File: src/hdl/lbc_pkg.sv
// shared constants and lattice tables for the d2q9 bgk collision pipeline
package lbc_pkg;

  localparam int NDIR      = 9;
  localparam int U_FRAC    = 30;
  localparam int OUT_SHIFT = 46;
  localparam int OMEGA_W   = 17;
  localparam logic [OMEGA_W-1:0] OMEGA_RESET = 17'd109227;

  localparam int RAD_W  = 64;
  localparam int ROOT_W = 32;
  localparam int NUM_W  = 62;
  localparam int DEN_W  = 32;
  localparam int QUO_W  = 31;

  localparam int P_W    = 40;
  localparam int X_W    = P_W + 3;
  localparam int Y_W    = 40;
  localparam int RCP_SH = 48;
  localparam int RCP_W  = 45;
  localparam int RCP_LO = 24;
  localparam int WP_W   = 40;
  localparam int K_W    = 58;
  localparam int KLO_W  = 29;

  localparam int DIR_X  [NDIR] = '{0, 1, 0, -1, 0, 1, -1, -1, 1};
  localparam int DIR_Y  [NDIR] = '{0, 0, -1, 0, 1, -1, -1, 1, 1};
  localparam int WT_NUM [NDIR] = '{4, 1, 1, 1, 1, 1, 1, 1, 1};
  localparam int WT_DEN [NDIR] = '{9, 9, 9, 9, 9, 36, 36, 36, 36};

  localparam logic [RCP_W-1:0] RCP_9  = RCP_W'(((64'd1 << RCP_SH) + 64'd8) / 64'd9);
  localparam logic [RCP_W-1:0] RCP_36 = RCP_W'(((64'd1 << RCP_SH) + 64'd35) / 64'd36);

endpackage

File: src/hdl/lbc_isqrt.sv
// pipelined integer square root, one result bit per stage
module lbc_isqrt import lbc_pkg::*; #(
  parameter int TAG_W = 1
) (
  input  logic              clk_i,
  input  logic              en_i,
  input  logic [RAD_W-1:0]  rad_i,
  input  logic [TAG_W-1:0]  tag_i,
  output logic [ROOT_W-1:0] root_o,
  output logic [TAG_W-1:0]  tag_o
);

  logic [RAD_W-1:0] n_q   [ROOT_W];
  logic [RAD_W-1:0] r_q   [ROOT_W];
  logic [TAG_W-1:0] tag_q [ROOT_W];

  for (genvar k = 0; k < ROOT_W; k++) begin : g_st
    localparam logic [RAD_W-1:0] BIT = RAD_W'(1) << (RAD_W - 2 - 2 * k);
    logic [RAD_W-1:0] n_in;
    logic [RAD_W-1:0] r_in;
    logic [RAD_W-1:0] trial;
    logic [TAG_W-1:0] t_in;
    if (k == 0) begin : g_first
      assign n_in = rad_i;
      assign r_in = '0;
      assign t_in = tag_i;
    end else begin : g_next
      assign n_in = n_q[k-1];
      assign r_in = r_q[k-1];
      assign t_in = tag_q[k-1];
    end
    assign trial = r_in + BIT;
    always_ff @(posedge clk_i) begin
      if (en_i) begin
        tag_q[k] <= t_in;
        if (n_in >= trial) begin
          n_q[k] <= n_in - trial;
          r_q[k] <= (r_in >> 1) + BIT;
        end else begin
          n_q[k] <= n_in;
          r_q[k] <= r_in >> 1;
        end
      end
    end
  end

  assign root_o = r_q[ROOT_W-1][ROOT_W-1:0];
  assign tag_o  = tag_q[ROOT_W-1];

endmodule

File: config.mk
export PLATFORM = sky130hd
export DESIGN_NAME = lbc_isqrt
export DESIGN_NICKNAME = d
export VERILOG_FILES = /design/src/hdl/lbc_pkg.sv /design/src/hdl/lbc_isqrt.sv
export SDC_FILE = /design/constraint.sdc
export NUM_CORES = 2
export LEC_CHECK = 0
export BUFFER_PORTS_ARGS = -buffer_cell sky130_fd_sc_hd__buf_2
export CORE_MARGIN = 5
export CORE_UTILIZATION = 44
export DETAILED_ROUTE_END_ITERATION = 16
export GPL_TIMING_DRIVEN = 1
export RECOVER_POWER = 100
export SYNTH_ARGS = -nofsm -noshare
export SYNTH_HDL_FRONTEND = slang
export SYNTH_MEMORY_MAX_BITS = 65536
export SYNTH_SLANG_ARGS = --single-unit
export TNS_END_PERCENT = 50
File: constraint.sdc
create_clock -name clk_i -period 5.3 [get_ports clk_i]
set_input_delay 1.59 -clock clk_i [delete_from_list [all_inputs] [get_ports clk_i]]
set_output_delay 1.59 -clock clk_i [all_outputs]
set_load 0.01 [all_outputs]
==> flow_summary_export.csv <==
group,metric,value,unit
sta,fmax,0.200,GHz
pwr,seq_power_share,47.2,%
synthesis,synth_edf_count,2544,
synthesis,synth_cell_types,92,
clock_network,htree_levels,5,
sta,hold_ws,0.385,ns
pwr,pwr-share-clk,32.4,%
clock_network,cts_made_buffers,287,
layout,fin_cells,14100,
min_path,hp-start,"n_q[0][599]",
grt,antenna_found_initial,6,
synthesis,synth_simple_gate_area_share,13.0,%
drt,drc,0,
drt,drt-pass1-iter-count,6,
critical_path,worstSetupStartpoint,"n_q[1][775]",
die,dieArea,290000,um2
synthesis,synth_common_cells,"2544 x edfxtp_1, 796 x nand2_1, 700 x inv_1",
synthesis,synthMuxAreaShare,0.673,%
synthesis,synth-xor-area-share,6.27,%
grt,grt_use_total,21.1,%
synthesis,synth.largest_area_cell,"edfxtp_1",
clock_network,cts-root-buf,"clkbuf_16",
synthesis,yosys.area.top_type_share,62.2,%
die,core,279000,um2
pwr,switching_power,17.7,mW
grt,grt_pass1_wl,471000,um
synthesis,synth_compound_area_share,9.25,%
layout,fillers,24400,
synthesis,synth_area_leaders,"edfxtp_1 62%, ha_1 5.7%, xnor2_1 3.3%, xor2_1 2.9%, nand2_1 2.4%",
sta,tightest_slew,3.21,ns
outcome,outcome,"finished with violations",
synthesis,yosysMostFrequentCell,"edfxtp_1",
sta,rsz0062_at_grt,"no",
critical_path,path_class,"flop to flop",
pwr,p_leak,50.1,nW
die,design.portCount,100,
layout,drive_gt1_share,5.88,%
sta,fin_tns_setup,0,ns
sta,period_share,94.4,%
min_path,hold_path_class,"flop to flop",
pwr,vdd_drop_max,0.295,mV
grt,grt_pass1_vias,75900,
pwr,switching_share,30.1,%
synthesis,synth_nets,10500,
synthesis,synth_top_family_by_area,"simple AND/OR/NAND/NOR gates",
die,die_x,538,um
grt,grt_start_max_net_pins,192,
clock_network,clock_latency,0.91,ns
sta,hold_violations,0,
placed_design,portBuffers,99,
synthesis,syn_area,123000,um2
sta,setup_violations,0,
grt,grt_overflow,0,
pwr,pwr-share-comb,20.5,%
pwr,total_power,59.0,mW
clock_network,clkTransAtPathRegs,0.06,ns
synthesis,yosys_warnings,0,
layout,seq_area,76400,um2
placed_design,dpl.hpwl,238000,um
critical_path,rr_startpoint,"n_q[1][775]",
layout,multi_input_area,42700,um2
sta,slew_headroom,-114,%
sta,drv_slew,1758,
pwr,p_per_area,433,nW/um2
sta,post-route-min-period,5.01,ns
critical_path,crit_path_start_kind,"flop",
critical_path,crit_required,5.87,ns
die,rows,194,
critical_path,path_cells,"ha_1 > nor4bb_1 > nand3_1 > or4b_1 > and3_1 > a31o_1 > a31oi_1 > clkbuf_1 > o211a_1 > nand4_1 > xnor2_1",
clock_network,cts_tree,"done",
synthesis,async_flop_share,0,%
clock_network,clk_path_buf_depth,4,
critical_path,slowest_stage,"or4b_1",
drt,ant_nets,0,
sta,fin_worst_skew,0.0843,ns
layout,nNetsFinal,10800,
drt,vias_per_cell,5.63,
layout,synthToLayoutAreaGrowth,11.0,%
clock_network,postCtsSetupRepairBufs,0,
placed_design,place_congestion,0.969,
critical_path,cp.arrival,5.58,ns
clock_network,cts_sinks,2544,
synthesis,seq_area_frac_synth,62.2,%
synthesis,avgSynthCellArea,12.4,um2
critical_path,worstPathMaxFanout,7,
drt,wl_per_cell,22.2,um
die,die_y,538,um
job,cap_viol_max_count,25,
placed_design,dp_cells,13600,
drt,routed_wl,312000,um
synthesis,synth_fa_ha_area_share,5.69,%
clock_network,cts_resized,0,
synthesis,syn_inst,9904,
clock_network,hold_buffers,0,
synthesis,synth_flop_cell,"edfxtp_1",
pwr,power.internal,41.2,mW
critical_path,critical_path.max_stage_delay,0.74,ns
outcome,violations,"capacitance limit, slew limit",
die,start_util,44.0,%
drt,vias,79300,
drt,drt_first_iter_violations,7828,
critical_path,end_kind,"flop",
synthesis,ys_ff_latch,2544,
## routing by layer
layer | vias to the layer above | track usage, % | part of all wire [%]
li1 | 37600 | - | -
met1 | 38500 | 31.0 | 46
met2 | 2741 | 31.8 | 43
met3 | 501 | 3.63 | 7.3
met4 | 4 | 7.13 | 3.6
met5 | - | 0.510 | 0.073
## flip-flops by register name (all words and copies together), names as in the netlist
signal and flops:
tag_q 32, r_q 528, n_q 1984
## cell usage in the layout (no fill, tap or decap), types with 112 or more instances in the layout
| cell type | n |
|---|---|
| xnor2_1 | 466 |
| xor2_1 | 412 |
| nor4_1 | 368 |
| nand2b_1 | 116 |
| inv_1 | 699 |
| nand4_1 | 175 |
| nand3_1 | 185 |
| a21o_1 | 234 |
| nor3_1 | 294 |
| clkbuf_16 | 291 |
| a21oi_1 | 494 |
| nor2_1 | 560 |
| o21ai_0 | 576 |
| edfxtp_1 | 2544 |
| o21a_1 | 112 |
| clkbuf_1 | 180 |
| nand2_1 | 796 |
| ha_1 | 558 |
## kinds of logic (layout without fill, tap and decap cells)
logic type	Yosys count	in the layout
fa+ha+maj	558	558
simple gates	3072	3072
xor+xnor	878	878
flops	2544	2544
buf+inv	939	1407
compound gates	1839	1839
mux	74	74
other cells	0	4
## final cells by class
cell class / instances / area share [%]
sequential: 2544 / 56.1
inverter: 701 / 1.93
antenna: 4 / 0.00734
clock inverter: 166 / 1.09
tap: 3724 / 3.42
clock buffer: 342 / 5.48
timing repair buffer: 198 / 0.712
multi-input combinational: 6421 / 31.3
## metrics by stage
stage | cell area, um2 | utilization (%) | worst slack, ns
finish | 136000 | 48.9 | 0.295
global route | 136000 | 48.9 | 0.155
CTS | 137000 | 49.1 | 0.698
detailed placement | 128000 | 45.9 | 0.355
global placement | 128000 | 45.9 | 0.0568
floorplan | 123000 | - | -0.204
## worst max-delay path, delay by kind of cell (launching register included)
family / cells / cell delay (ns)
AOI/OAI and AO/OA: 3 / 0.93
xor gates and xnor gates: 1 / 0.16
adders and majority gates: 1 / 0.39
buffers and inverters: 1 / 0.69
DFF: 1 / 0.42
and+or+nand+nor: 5 / 2.09
## power groups by stage
stage | Sequential, mW | Combinational [mW] | Clock (mW)
after floorplan | 26.9 | 8.91 | 0
after global placement | 28.2 | 11.7 | 0
after detailed placement | 28.1 | 11.8 | 0
after CTS | 27.8 | 11.9 | 19.5
after global routing | 28.0 | 13.3 | 20.3
final | 27.8 | 12.1 | 19.1
## final timing paths
kind | slack (ns) | cells past startpoint | endpoint
min reg2reg | 0.38 | 0 | n_q[0][663]
max | 0.29 | 11 | n_q[1][875]
max reg2reg | 0.29 | 11 | n_q[1][875]
min | 0.38 | 0 | n_q[0][663]
No activity file was read; power rests on OpenSTA's default activity.
